### src/sv/svc_pkg.sv
// shared types and constants for the six channel variance calibrator
`default_nettype none
package svc_pkg;

  localparam int CHANNELS        = 6;
  localparam int CH_W            = (CHANNELS > 1) ? $clog2(CHANNELS) : 1;
  localparam int SAMPLE_BITS_DEF = 16;
  localparam int RAW_W           = 16;
  localparam int CNT_W           = 16;
  localparam int VAR_W           = 40;
  localparam int M2_W            = 64;
  localparam int FRAC_SHIFT      = 24;
  localparam int DIV_W           = M2_W;
  localparam int STEP_W          = $clog2(DIV_W + 1);
  localparam int FIFO_DEPTH      = 2;
  localparam int FIFO_CNT_W      = $clog2(FIFO_DEPTH + 1);
  localparam int CFG_IDX_W       = 2;
  localparam int CFG_DATA_W      = 40;

  localparam logic [CNT_W-1:0]     TARGET_RESET = CNT_W'(1000);
  localparam logic [CFG_IDX_W-1:0] REG_TARGET   = CFG_IDX_W'(0);
  localparam logic [CFG_IDX_W-1:0] REG_MIN_VAR  = CFG_IDX_W'(1);

  typedef enum logic [1:0] {
    KIND_SAMPLE,
    KIND_DROP,
    KIND_RESTART
  } item_kind_t;

  typedef struct packed {
    logic       valid;
    item_kind_t kind;
  } fq_ctl_t;

  typedef enum logic [3:0] {
    S_IDLE,
    S_LOAD,
    S_DIV,
    S_MEAN,
    S_MUL_LO,
    S_MUL_HI,
    S_ACC,
    S_M2,
    S_VLOAD,
    S_VDIV,
    S_VFIN,
    S_OUT
  } back_state_t;

endpackage
`default_nettype wire

### src/sv/six_channel_variance_calibrator.sv
// top level of the six channel variance calibrator
// Usage: push sample sets or restart commands into the in_ queue while in_full is
// low; one result per item appears at the out_ queue, read with out_pop while
// out_empty is low. Registers are written on the cfg_ channel (cfg_ready is
// always high); the user must write them only while the block is idle; the block
// does not enforce it. Index 0: freeze target, 1: variance floor, others ignored.
// A restart, a dropped item or a sample set after the freeze goes straight to the
// result. A sample set runs the serial mean divider, shared by all six channels,
// once per channel. The set that reaches the target adds a 64-step variance
// division per channel, or only loads the floor when the count is below two.
// Throughput: one item at a time in the back end; a two-entry input queue and
// a result register let the sender and receiver stall on their own.
// Reset clears counter, means, M2, variances and the frozen flag and loads the
// default target of 1000 and a floor of zero.
// A stalled receiver holds the result; the back end then waits with the next
// finished item and the input queue fills and raises in_full.
`default_nettype none
module six_channel_variance_calibrator import svc_pkg::*; #(
  parameter int SAMPLE_BITS = SAMPLE_BITS_DEF
) (
  input  wire logic                  clk,
  input  wire logic                  rst_n,
  input  wire logic                  in_push,
  output logic                       in_full,
  input  wire logic                  in_opcode,
  input  wire logic                  in_sample_valid,
  input  wire logic [RAW_W-1:0]      in_accel_x,
  input  wire logic [RAW_W-1:0]      in_accel_y,
  input  wire logic [RAW_W-1:0]      in_accel_z,
  input  wire logic [RAW_W-1:0]      in_gyro_x,
  input  wire logic [RAW_W-1:0]      in_gyro_y,
  input  wire logic [RAW_W-1:0]      in_gyro_z,
  output logic                       out_empty,
  input  wire logic                  out_pop,
  output logic                       out_ready_res,
  output logic [CNT_W-1:0]           out_samples_taken,
  output logic [VAR_W-1:0]           out_accel_x_var,
  output logic [VAR_W-1:0]           out_accel_y_var,
  output logic [VAR_W-1:0]           out_accel_z_var,
  output logic [VAR_W-1:0]           out_gyro_x_var,
  output logic [VAR_W-1:0]           out_gyro_y_var,
  output logic [VAR_W-1:0]           out_gyro_z_var,
  input  wire logic                  cfg_valid,
  output logic                       cfg_ready,
  input  wire logic [CFG_IDX_W-1:0]  cfg_index,
  input  wire logic [CFG_DATA_W-1:0] cfg_wdata
);

  logic [CNT_W-1:0]                     target_r;
  logic [VAR_W-1:0]                     min_var_r;
  logic [CHANNELS-1:0][RAW_W-1:0]       raw;
  fq_ctl_t                              q_ctl;
  logic [CHANNELS-1:0][SAMPLE_BITS-1:0] q_samples;
  logic                                 q_pop;
  logic                                 out_valid;
  logic                                 back_pop;
  logic [CHANNELS-1:0][VAR_W-1:0]       out_var;

  assign raw[0] = in_accel_x;
  assign raw[1] = in_accel_y;
  assign raw[2] = in_accel_z;
  assign raw[3] = in_gyro_x;
  assign raw[4] = in_gyro_y;
  assign raw[5] = in_gyro_z;

  assign cfg_ready = 1'b1;

  always_ff @(posedge clk) begin
    if (!rst_n) begin
      target_r  <= TARGET_RESET;
      min_var_r <= '0;
    end else if (cfg_valid && cfg_ready) begin
      unique case (cfg_index)
        REG_TARGET:  target_r  <= cfg_wdata[CNT_W-1:0];
        REG_MIN_VAR: min_var_r <= cfg_wdata[VAR_W-1:0];
        default: begin
        end
      endcase
    end
  end

  svc_front #(.SAMPLE_BITS(SAMPLE_BITS)) u_front (
    .clk             (clk),
    .rst_n           (rst_n),
    .in_push         (in_push),
    .in_full         (in_full),
    .in_opcode       (in_opcode),
    .in_sample_valid (in_sample_valid),
    .raw             (raw),
    .q_ctl           (q_ctl),
    .q_samples       (q_samples),
    .q_pop           (q_pop)
  );

  assign back_pop = out_pop && out_valid;

  svc_back #(.SAMPLE_BITS(SAMPLE_BITS)) u_back (
    .clk           (clk),
    .rst_n         (rst_n),
    .q_ctl         (q_ctl),
    .q_samples     (q_samples),
    .q_pop         (q_pop),
    .target        (target_r),
    .min_var       (min_var_r),
    .out_valid     (out_valid),
    .out_pop       (back_pop),
    .out_ready_res (out_ready_res),
    .out_cnt       (out_samples_taken),
    .out_var       (out_var)
  );

  assign out_empty       = !out_valid;
  assign out_accel_x_var = out_var[0];
  assign out_accel_y_var = out_var[1];
  assign out_accel_z_var = out_var[2];
  assign out_gyro_x_var  = out_var[3];
  assign out_gyro_y_var  = out_var[4];
  assign out_gyro_z_var  = out_var[5];

  a_pop_needs_item: assert property (@(posedge clk) disable iff (!rst_n)
    q_pop |-> q_ctl.valid)
    else $error("back end took an item from an empty queue");

  a_zero_until_ready: assert property (@(posedge clk) disable iff (!rst_n)
    (!out_empty && !out_ready_res) |->
      (out_accel_x_var == '0) && (out_accel_y_var == '0) && (out_accel_z_var == '0) &&
      (out_gyro_x_var == '0) && (out_gyro_y_var == '0) && (out_gyro_z_var == '0))
    else $error("variance shown before freeze");

  a_pop_fills_result: assert property (@(posedge clk) disable iff (!rst_n)
    q_pop |=> !out_empty)
    else $error("finished item left no result");

endmodule
`default_nettype wire

### src/sv/svc_front.sv
// input queue that classifies each item before the back end takes it
`default_nettype none
module svc_front import svc_pkg::*; #(
  parameter int SAMPLE_BITS = SAMPLE_BITS_DEF
) (
  input  wire logic                                  clk,
  input  wire logic                                  rst_n,
  input  wire logic                                  in_push,
  output logic                                       in_full,
  input  wire logic                                  in_opcode,
  input  wire logic                                  in_sample_valid,
  input  wire logic [CHANNELS-1:0][RAW_W-1:0]        raw,
  output fq_ctl_t                                    q_ctl,
  output logic      [CHANNELS-1:0][SAMPLE_BITS-1:0]  q_samples,
  input  wire logic                                  q_pop
);

  item_kind_t                                kind_r [FIFO_DEPTH];
  logic [CHANNELS-1:0][SAMPLE_BITS-1:0]      smp_r  [FIFO_DEPTH];
  logic                                      wr_r;
  logic                                      rd_r;
  logic [FIFO_CNT_W-1:0]                     cnt_r;
  logic                                      push_ok;
  logic                                      pop_ok;
  item_kind_t                                kind_in;
  logic [CHANNELS-1:0][SAMPLE_BITS-1:0]      smp_in;
  logic [CHANNELS-1:0][SAMPLE_BITS+RAW_W-1:0] raw_ext;

  always_comb begin
    priority if (in_opcode) begin
      kind_in = KIND_RESTART;
    end else if (in_sample_valid) begin
      kind_in = KIND_SAMPLE;
    end else begin
      kind_in = KIND_DROP;
    end
    for (int i = 0; i < CHANNELS; i++) begin
      raw_ext[i] = {SAMPLE_BITS'(0), raw[i]};
      smp_in[i]  = raw_ext[i][SAMPLE_BITS-1:0];
    end
  end

  assign in_full     = (cnt_r == FIFO_CNT_W'(FIFO_DEPTH));
  assign push_ok     = in_push && !in_full;
  assign pop_ok      = q_pop && (cnt_r != '0);
  assign q_ctl.valid = (cnt_r != '0);
  assign q_ctl.kind  = kind_r[rd_r];
  assign q_samples   = smp_r[rd_r];

  always_ff @(posedge clk) begin
    if (!rst_n) begin
      wr_r  <= 1'b0;
      rd_r  <= 1'b0;
      cnt_r <= '0;
    end else begin
      if (push_ok) begin
        wr_r <= ~wr_r;
      end
      if (pop_ok) begin
        rd_r <= ~rd_r;
      end
      if (push_ok && !pop_ok) begin
        cnt_r <= cnt_r + FIFO_CNT_W'(1);
      end else if (pop_ok && !push_ok) begin
        cnt_r <= cnt_r - FIFO_CNT_W'(1);
      end
    end
  end

  always_ff @(posedge clk) begin
    if (push_ok) begin
      kind_r[wr_r] <= kind_in;
      smp_r[wr_r]  <= smp_in;
    end
  end

endmodule
`default_nettype wire

### src/sv/svc_back.sv
// sequencer with shared divider and multiplier for the welford update and freeze
`default_nettype none
module svc_back import svc_pkg::*; #(
  parameter int SAMPLE_BITS = SAMPLE_BITS_DEF
) (
  input  wire logic                                 clk,
  input  wire logic                                 rst_n,
  input  wire fq_ctl_t                              q_ctl,
  input  wire logic [CHANNELS-1:0][SAMPLE_BITS-1:0] q_samples,
  output logic                                      q_pop,
  input  wire logic [CNT_W-1:0]                     target,
  input  wire logic [VAR_W-1:0]                     min_var,
  output logic                                      out_valid,
  input  wire logic                                 out_pop,
  output logic                                      out_ready_res,
  output logic [CNT_W-1:0]                          out_cnt,
  output logic [CHANNELS-1:0][VAR_W-1:0]            out_var
);

  localparam int MEAN_W = SAMPLE_BITS + 18;
  localparam int HL     = MEAN_W / 2;
  localparam int HH     = MEAN_W - HL;
  localparam int PW     = MEAN_W + HH;
  localparam int AW     = 2 * MEAN_W;
  localparam int SW     = AW - FRAC_SHIFT;

  back_state_t              state_r;
  back_state_t              state_nxt;
  logic [CH_W-1:0]          ch_r;
  logic [CNT_W-1:0]         cnt_r;
  logic                     frozen_r;
  logic signed [MEAN_W-1:0] mean_r [CHANNELS];
  logic [M2_W-1:0]          m2_r   [CHANNELS];
  logic [VAR_W-1:0]         fvar_r [CHANNELS];

  logic [DIV_W-1:0]         dq_r;
  logic [CNT_W-1:0]         rem_r;
  logic [CNT_W-1:0]         dvs_r;
  logic [STEP_W-1:0]        step_r;
  logic                     neg_r;
  logic [MEAN_W-1:0]        mag_a_r;
  logic [MEAN_W-1:0]        mag_b_r;
  logic                     opp_r;
  logic [PW-1:0]            prod_r;
  logic [AW-1:0]            acc_r;

  logic                     ov_r;
  logic                     ordy_r;
  logic [CNT_W-1:0]         ocnt_r;
  logic [CHANNELS-1:0][VAR_W-1:0] ovar_r;

  logic [SAMPLE_BITS-1:0]   xs;
  logic signed [MEAN_W-1:0] xq;
  logic signed [MEAN_W-1:0] mean_cur;
  logic signed [MEAN_W-1:0] delta;
  logic [MEAN_W-1:0]        dmag;
  logic [MEAN_W-1:0]        quo;
  logic [MEAN_W-1:0]        qs;
  logic signed [MEAN_W-1:0] mean_new;
  logic signed [MEAN_W-1:0] d2;
  logic [MEAN_W-1:0]        d2mag;
  logic                     opp;
  logic [CNT_W:0]           t;
  logic                     ge;
  logic [CNT_W:0]           tsub;
  logic [HH-1:0]            mul_b;
  logic [PW-1:0]            mul_p;
  logic [AW-1:0]            acc_sum;
  logic [M2_W-1:0]          prod_s;
  logic [M2_W:0]            m2_sum;
  logic [M2_W-1:0]          m2_new;
  logic [CNT_W-1:0]         n_eff;
  logic [VAR_W-1:0]         vsat;
  logic [VAR_W-1:0]         vfin;
  logic                     last_ch;
  logic                     freeze_hit;
  logic                     small_n;
  logic                     out_take;

  always_comb begin
    xs       = q_samples[ch_r];
    xq       = {{2{xs[SAMPLE_BITS-1]}}, xs, 16'b0};
    mean_cur = mean_r[ch_r];
    delta    = xq - mean_cur;
    dmag     = delta[MEAN_W-1] ? (~delta + MEAN_W'(1)) : delta;
    quo      = dq_r[MEAN_W-1:0];
    qs       = neg_r ? (~quo + MEAN_W'(1)) : quo;
    mean_new = mean_cur + $signed(qs);
    d2       = xq - mean_new;
    d2mag    = d2[MEAN_W-1] ? (~d2 + MEAN_W'(1)) : d2;
    opp      = (delta[MEAN_W-1] && !d2[MEAN_W-1] && (d2 != '0)) ||
               (!delta[MEAN_W-1] && (delta != '0) && d2[MEAN_W-1]);
    t        = {rem_r, dq_r[DIV_W-1]};
    ge       = (t >= {1'b0, dvs_r});
    tsub     = t - {1'b0, dvs_r};
    mul_b    = (state_r == S_MUL_LO) ? HH'(mag_b_r[HL-1:0]) : mag_b_r[MEAN_W-1:HL];
    mul_p    = {HH'(0), mag_a_r} * {MEAN_W'(0), mul_b};
    acc_sum  = acc_r + {prod_r, HL'(0)};
    prod_s   = opp_r ? '0 : {(M2_W-SW)'(0), acc_r[AW-1:FRAC_SHIFT]};
    m2_sum   = {1'b0, m2_r[ch_r]} + {1'b0, prod_s};
    m2_new   = m2_sum[M2_W] ? '1 : m2_sum[M2_W-1:0];
    n_eff    = (cnt_r == '0) ? CNT_W'(1) : cnt_r;
    vsat     = (|dq_r[DIV_W-1:VAR_W]) ? '1 : dq_r[VAR_W-1:0];
    vfin     = (vsat > min_var) ? vsat : min_var;
    last_ch    = (ch_r == CH_W'(CHANNELS - 1));
    freeze_hit = (target <= cnt_r);
    small_n    = (cnt_r < CNT_W'(2));
  end

  always_comb begin
    state_nxt = state_r;
    unique case (state_r)
      S_IDLE: begin
        if (q_ctl.valid) begin
          state_nxt = (q_ctl.kind == KIND_SAMPLE && !frozen_r) ? S_LOAD : S_OUT;
        end
      end
      S_LOAD:   state_nxt = S_DIV;
      S_DIV:    state_nxt = (step_r == STEP_W'(1)) ? S_MEAN : S_DIV;
      S_MEAN:   state_nxt = S_MUL_LO;
      S_MUL_LO: state_nxt = S_MUL_HI;
      S_MUL_HI: state_nxt = S_ACC;
      S_ACC:    state_nxt = S_M2;
      S_M2: begin
        if (last_ch) begin
          state_nxt = freeze_hit ? S_VLOAD : S_OUT;
        end else begin
          state_nxt = S_LOAD;
        end
      end
      S_VLOAD: begin
        if (small_n) begin
          state_nxt = last_ch ? S_OUT : S_VLOAD;
        end else begin
          state_nxt = S_VDIV;
        end
      end
      S_VDIV:   state_nxt = (step_r == STEP_W'(1)) ? S_VFIN : S_VDIV;
      S_VFIN:   state_nxt = last_ch ? S_OUT : S_VLOAD;
      S_OUT:    state_nxt = out_take ? S_IDLE : S_OUT;
      default:  state_nxt = S_IDLE;
    endcase
  end

  always_comb begin
    out_take = (state_r == S_OUT) && (!ov_r || out_pop);
    q_pop    = out_take;
  end

  always_ff @(posedge clk) begin
    if (!rst_n) begin
      state_r  <= S_IDLE;
      ch_r     <= '0;
      cnt_r    <= '0;
      frozen_r <= 1'b0;
      ov_r     <= 1'b0;
      for (int i = 0; i < CHANNELS; i++) begin
        mean_r[i] <= '0;
        m2_r[i]   <= '0;
        fvar_r[i] <= '0;
      end
    end else begin
      state_r <= state_nxt;
      ov_r    <= out_take || (ov_r && !out_pop);
      unique case (state_r)
        S_IDLE: begin
          if (q_ctl.valid) begin
            ch_r <= '0;
            unique case (q_ctl.kind)
              KIND_RESTART: begin
                cnt_r    <= '0;
                frozen_r <= 1'b0;
                for (int i = 0; i < CHANNELS; i++) begin
                  mean_r[i] <= '0;
                  m2_r[i]   <= '0;
                  fvar_r[i] <= '0;
                end
              end
              KIND_SAMPLE: begin
                if (!frozen_r) begin
                  cnt_r <= cnt_r + CNT_W'(1);
                end
              end
              default: begin
              end
            endcase
          end
        end
        S_MEAN: mean_r[ch_r] <= mean_new;
        S_M2: begin
          m2_r[ch_r] <= m2_new;
          if (last_ch) begin
            ch_r <= '0;
            if (freeze_hit) begin
              frozen_r <= 1'b1;
            end
          end else begin
            ch_r <= ch_r + CH_W'(1);
          end
        end
        S_VLOAD: begin
          if (small_n) begin
            fvar_r[ch_r] <= min_var;
            if (!last_ch) begin
              ch_r <= ch_r + CH_W'(1);
            end
          end
        end
        S_VFIN: begin
          fvar_r[ch_r] <= vfin;
          if (!last_ch) begin
            ch_r <= ch_r + CH_W'(1);
          end
        end
        default: begin
        end
      endcase
    end
  end

  always_ff @(posedge clk) begin
    unique case (state_r)
      S_LOAD: begin
        dq_r   <= {dmag, (DIV_W-MEAN_W)'(0)};
        rem_r  <= '0;
        dvs_r  <= n_eff;
        step_r <= STEP_W'(MEAN_W);
        neg_r  <= delta[MEAN_W-1];
      end
      S_DIV, S_VDIV: begin
        dq_r   <= {dq_r[DIV_W-2:0], ge};
        rem_r  <= ge ? tsub[CNT_W-1:0] : t[CNT_W-1:0];
        step_r <= step_r - STEP_W'(1);
      end
      S_MEAN: begin
        mag_a_r <= dmag;
        mag_b_r <= d2mag;
        opp_r   <= opp;
      end
      S_MUL_LO: prod_r <= mul_p;
      S_MUL_HI: begin
        acc_r  <= {HL'(0), prod_r};
        prod_r <= mul_p;
      end
      S_ACC: acc_r <= acc_sum;
      S_VLOAD: begin
        dq_r   <= m2_r[ch_r];
        rem_r  <= '0;
        dvs_r  <= cnt_r - CNT_W'(1);
        step_r <= STEP_W'(DIV_W);
      end
      S_OUT: begin
        if (out_take) begin
          ordy_r <= frozen_r;
          ocnt_r <= cnt_r;
          for (int i = 0; i < CHANNELS; i++) begin
            ovar_r[i] <= fvar_r[i];
          end
        end
      end
      default: begin
      end
    endcase
  end

  assign out_valid     = ov_r;
  assign out_ready_res = ordy_r;
  assign out_cnt       = ocnt_r;
  assign out_var       = ovar_r;

endmodule
`default_nettype wire
### config.mk
export PLATFORM = sky130hd
export DESIGN_NAME = six_channel_variance_calibrator
export DESIGN_NICKNAME = d
export VERILOG_FILES = /design/src/sv/svc_pkg.sv /design/src/sv/six_channel_variance_calibrator.sv /design/src/sv/svc_front.sv /design/src/sv/svc_back.sv
export SDC_FILE = /design/constraint.sdc
export NUM_CORES = 2
export LEC_CHECK = 0
export ABC_CLOCK_PERIOD_IN_PS = 52500
export BUFFER_PORTS_ARGS = -buffer_cell sky130_fd_sc_hd__buf_2
export CORE_MARGIN = 10
export CORE_UTILIZATION = 30
export DETAILED_ROUTE_END_ITERATION = 16
export PLACE_DENSITY = 0.48
export SKIP_CTS_REPAIR_TIMING = 1
export SLEW_MARGIN = 10
export SYNTH_ARGS = -nofsm -noshare
export SYNTH_HDL_FRONTEND = slang
export SYNTH_SLANG_ARGS = --single-unit
### constraint.sdc
create_clock -name clk -period 52.5 [get_ports clk]
set_input_delay 7.875 -clock clk [delete_from_list [all_inputs] [get_ports clk]]
set_output_delay 7.875 -clock clk [all_outputs]
set_load 0.01 [all_outputs]
==> impl_metrics.xml <==
<?xml version="1.0" encoding="UTF-8"?>
<metrics>
  <group name="status">
    <metric name="status" unit="">finished, final reports clean</metric>
  </group>
  <group name="synth">
    <metric name="gate_count_post_synth" unit="">8599</metric>
    <metric name="ys.flop_type" unit="">sky130_fd_sc_hd__edfxtp_1</metric>
    <metric name="synth_fp_nets" unit="">9592</metric>
    <metric name="yosys_register_bits" unit="">1841</metric>
    <metric name="yosysWarnings" unit="">0</metric>
    <metric name="synth.top_cells.by_area" unit="">sky130_fd_sc_hd__edfxtp_1, sky130_fd_sc_hd__fa_1, sky130_fd_sc_hd__mux4_2</metric>
    <metric name="synth-async-reset-ratio" unit="%">0</metric>
    <metric name="synth_enable_flop_cells" unit="">1752</metric>
    <metric name="yosys.cell_types.count" unit="">112</metric>
    <metric name="synth.largest_area_cell" unit="">sky130_fd_sc_hd__edfxtp_1</metric>
    <metric name="synth.yosys.seq_area_share" unit="%">52.5</metric>
    <metric name="synth_area_per_cell" unit="um^2">12.0</metric>
    <metric name="share_of_yosys_cell_area_claimed_by_the_top_area_cell_type" unit="%">50.8</metric>
    <metric name="post_synth_instance_area" unit="um^2">104000</metric>
  </group>
  <group name="worst_hold_path">
    <metric name="hold_path_end" unit="">out_accel_y_var[15]</metric>
    <metric name="worstHoldPathType" unit="">reg -&gt; reg</metric>
    <metric name="timing.hold.worst.start" unit="">u_back.fvar_r[1][15]</metric>
    <metric name="min_path_cells" unit="">0</metric>
  </group>
  <group name="worst_setup_path">
    <metric name="reg2regPathDepth" unit="">32</metric>
    <metric name="critical_path.reg2reg.startpoint" unit="">u_back.state_r[2]</metric>
    <metric name="setup.worst_path.end_class" unit="">flip-flop</metric>
    <metric name="setup.worst_path.class" unit="">reg -&gt; reg</metric>
    <metric name="worst-endpoint-required" unit="ps">53090</metric>
    <metric name="critical_path_launch_point_type" unit="">flip-flop</metric>
    <metric name="r2r_end" unit="">u_back.prod_r[49]</metric>
    <metric name="crit_path_max_fanout" unit="">34</metric>
    <metric name="critical_path_arrival" unit="ps">10830</metric>
    <metric name="timing.critical_path.slowest_stage_cell" unit="">sky130_fd_sc_hd__a2111oi_0</metric>
    <metric name="critical-path-top-cell-by-count" unit="">sky130_fd_sc_hd__fa_1</metric>
    <metric name="rrSetupSlack" unit="ps">42270</metric>
    <metric name="critical-path-max-stage-delay" unit="ps">700</metric>
  </group>
  <group name="cells_and_area">
    <metric name="count_of_placed_standard_cells_in_the_final_layout_fillers_left_out" unit="">13700</metric>
    <metric name="area_delta_synth_final" unit="%">13.3</metric>
    <metric name="finish.net_count" unit="">9933</metric>
    <metric name="filler_cell_count" unit="">33900</metric>
    <metric name="final_layout_size_suffix_gt1_share" unit="%">14.1</metric>
  </group>
  <group name="clocking">
    <metric name="tritoncts" unit="">yes</metric>
    <metric name="cts_max_path_buffers" unit="">4</metric>
    <metric name="clock_latency" unit="ps">910</metric>
    <metric name="cts.htree.levels" unit="">4</metric>
    <metric name="cts_num_sinks" unit="">1841</metric>
    <metric name="root_buffer" unit="">sky130_fd_sc_hd__clkbuf_16</metric>
    <metric name="clkSlewWorstSetupHoldPaths" unit="ps">60</metric>
    <metric name="cts_inserted_buffers" unit="">198</metric>
  </group>
  <group name="die">
    <metric name="core_area" unit="um^2">344000</metric>
    <metric name="initial_utilization" unit="%">30.2</metric>
    <metric name="rows" unit="">215</metric>
    <metric name="fp.dieH" unit="um">608</metric>
    <metric name="design.die.area" unit="um^2">369000</metric>
    <metric name="die_w" unit="um">608</metric>
    <metric name="num_io_pins" unit="">405</metric>
  </group>
  <group name="placement">
    <metric name="place_hpwl" unit="mm">239</metric>
    <metric name="place.detailed.instances" unit="">13300</metric>
    <metric name="place.gp.congestion" unit="">0.893</metric>
    <metric name="portBuffers" unit="">403</metric>
  </group>
  <group name="drt">
    <metric name="drt_first_pass_iters" unit="">6</metric>
    <metric name="wl_per_cell" unit="um">24.1</metric>
    <metric name="vias" unit="">68100</metric>
    <metric name="drc_errors" unit="">0</metric>
    <metric name="postRouteWirelength" unit="mm">329</metric>
    <metric name="drt-initial-drc-count" unit="">5799</metric>
    <metric name="vias_per_cell" unit="">4.99</metric>
    <metric name="drt.antenna.violating_nets" unit="">0</metric>
  </group>
  <group name="timing">
    <metric name="timing_worst_slew_pin_value" unit="ps">1220</metric>
    <metric name="maxSlewViolCount" unit="">0</metric>
    <metric name="rsz0062_at_grt" unit="">no</metric>
    <metric name="setup_violations" unit="">0</metric>
    <metric name="setup_total_negative_slack" unit="ps">0</metric>
    <metric name="min_period_over_period" unit="%">19.5</metric>
    <metric name="timing.fmax" unit="MHz">97.7</metric>
    <metric name="final.setup_skew" unit="ps">117</metric>
    <metric name="final_critical_path_required_period" unit="ps">10230</metric>
    <metric name="max_slew_margin" unit="%">18.3</metric>
    <metric name="hold_viol" unit="">0</metric>
  </group>
  <group name="grt">
    <metric name="grt_max_degree" unit="">191</metric>
    <metric name="grt-ovfl-total" unit="">0</metric>
    <metric name="number_of_global_route_vias_before_repair" unit="">68600</metric>
    <metric name="gr-usage-all-layers" unit="%">17.2</metric>
    <metric name="grt_pass1_wl" unit="mm">481</metric>
    <metric name="grt_antenna_before_repair" unit="">23</metric>
  </group>
  <group name="run">
    <metric name="drv.max_cap_violation_count" unit="">0</metric>
  </group>
</metrics>
worst max-delay path by stage:
stage / end / slack (ps) / cells after the start / from
after floorplan: u_front.cnt_r[1] / 22440 / 7 / out_pop
after global placement: u_back.fvar_r[3][36] / 40910 / 4 / rst_n
after detailed placement: u_back.fvar_r[3][36] / 41500 / 4 / rst_n
after CTS: u_back.prod_r[49] / 42270 / 32 / u_back.state_r[2]
after global routing: u_back.prod_r[49] / 41690 / 32 / u_back.state_r[2]
final: u_back.prod_r[49] / 42270 / 32 / u_back.state_r[2]
routing by layer:
metal  global-route usage, %  routed length, um  vias to the layer above
met5                       0                 75                        -
met4                    4.78              10700                       10
met3                    2.91              21500                      439
met2                    27.6             151000                     2365
met1                    24.0             146000                    34700
li1                        -                  -                    30600
synthesized netlist by cell type, types with 25 or more instances:
library cell                  n
sky130_fd_sc_hd__buf_1       40
sky130_fd_sc_hd__nand2_1    853
sky130_fd_sc_hd__nand2b_1    51
sky130_fd_sc_hd__a22o_1      33
sky130_fd_sc_hd__xor2_1      84
sky130_fd_sc_hd__inv_1      874
sky130_fd_sc_hd__edfxtp_1  1752
sky130_fd_sc_hd__o21bai_1    35
sky130_fd_sc_hd__and3_1      34
sky130_fd_sc_hd__a21oi_1    266
sky130_fd_sc_hd__a21o_1     103
sky130_fd_sc_hd__nor3_1      84
sky130_fd_sc_hd__a22oi_1     25
sky130_fd_sc_hd__mux4_2     224
sky130_fd_sc_hd__nand4_1     45
sky130_fd_sc_hd__mux2i_1    147
sky130_fd_sc_hd__a21boi_0    69
sky130_fd_sc_hd__fa_1       483
sky130_fd_sc_hd__xnor2_1    270
sky130_fd_sc_hd__ha_1       365
sky130_fd_sc_hd__or3_1       26
sky130_fd_sc_hd__buf_2       34
sky130_fd_sc_hd__or2_2       49
sky130_fd_sc_hd__mux2_2      77
sky130_fd_sc_hd__nor2b_1    101
sky130_fd_sc_hd__o21a_1      44
sky130_fd_sc_hd__o21ai_0    193
sky130_fd_sc_hd__dfxtp_1     89
sky130_fd_sc_hd__clkbuf_1   313
sky130_fd_sc_hd__o211ai_1    28
sky130_fd_sc_hd__nand3_1    103
sky130_fd_sc_hd__nor4_1      27
sky130_fd_sc_hd__and2_1     186
sky130_fd_sc_hd__nor2_1    1136
registers in the layout (all words and copies together), names as in the netlist, 7 cells and up, named ones only:
| name | count |
|---|---|
| u_back.dq_r | 64 |
| out_accel_y_var | 40 |
| u_back.mean_r | 272 |
| u_back.acc_r | 51 |
| out_gyro_z_var | 40 |
| u_back.step_r | 7 |
| out_accel_z_var | 40 |
| min_var_r | 40 |
| out_gyro_y_var | 40 |
| u_back.mag_b_r | 34 |
| u_back.rem_r | 16 |
| u_back.m2_r | 512 |
| target_r | 16 |
| u_back.cnt_r | 16 |
| u_back.out_cnt | 16 |
| u_front.smp_r | 192 |
| u_back.fvar_r | 240 |
| u_back.mag_a_r | 34 |
| out_gyro_x_var | 40 |
| u_back.prod_r | 51 |
| u_back.dvs_r | 16 |
| out_accel_x_var | 40 |
logic make-up (layout without fill, tap and decap cells):
group / after synthesis / count (layout) / synth area share (%)
AO/OA/AOI/OAI: 1037 / 1037 / 6.63
XOR/XNOR: 360 / 360 / 3.11
adder cells (fa/ha/maj): 853 / 853 / 13.8
buffers and inverters: 1276 / 1766 / 4.73
flip-flops: 1841 / 1841 / 52.5
multiplexers: 454 / 454 / 7.24
other: 1 / 8 / 0.00362
AND/OR/NAND/NOR: 2777 / 2777 / 12.0
cells in the final DEF, fill, tap and decap left out, types with 77 or more instances in the layout:
cell and count:
sky130_fd_sc_hd__and2_1 185, sky130_fd_sc_hd__nor2_1 1130, sky130_fd_sc_hd__clkbuf_16 199, sky130_fd_sc_hd__buf_4 134
sky130_fd_sc_hd__mux2_2 77, sky130_fd_sc_hd__xnor2_1 270, sky130_fd_sc_hd__mux4_2 224, sky130_fd_sc_hd__inv_1 874
sky130_fd_sc_hd__dfxtp_1 83, sky130_fd_sc_hd__a21o_1 103, sky130_fd_sc_hd__a21oi_1 265, sky130_fd_sc_hd__mux2i_1 147
sky130_fd_sc_hd__nor2b_1 99, sky130_fd_sc_hd__buf_2 402, sky130_fd_sc_hd__xor2_1 84, sky130_fd_sc_hd__o21ai_0 191
sky130_fd_sc_hd__nand2_1 827, sky130_fd_sc_hd__edfxtp_1 1752, sky130_fd_sc_hd__fa_1 483, sky130_fd_sc_hd__nand3_1 96
sky130_fd_sc_hd__ha_1 365
worst max-delay path, delay by kind of cell (launching register included):
| family | cells | cell delay, ps |
|---|---|---|
| buf+inv | 6 | 770 |
| xor+xnor | 1 | 80 |
| simple gates | 4 | 940 |
| fa+ha+maj | 7 | 3300 |
| flops | 1 | 500 |
| compound gates | 13 | 3890 |
| mux | 1 | 380 |
cell type report:
cell class / instances / area (um^2) / share of cell area, %
clock buffer: 241 / 5180 / 4.41
tap: 4557 / 5700 / 4.86
antenna: 7 / 17.5 / 0.0149
timing repair buffer: 540 / 3100 / 2.64
sequential: 1841 / 54400 / 46.3
inverter: 877 / 3290 / 2.80
clock inverter: 108 / 1100 / 0.936
multi-input combinational: 5482 / 44600 / 38.0
stage by stage:
| step | cell area [um^2] | hold slack, ps | utilization (%) | worst slack, ps |
|---|---|---|---|---|
| after CTS | 117000 | 420 | 34.2 | 42270 |
| after floorplan | 104000 | 400 | - | 22440 |
| after global placement | 111000 | 401 | 32.3 | 40910 |
| after global routing | 117000 | 426 | 34.2 | 41690 |
| after detailed placement | 111000 | 405 | 32.3 | 41500 |
| final | 117000 | 419 | 34.2 | 42270 |
Power is not shown: default switching activity piles up to over one toggle a cycle in this logic, so the estimate is an artifact.
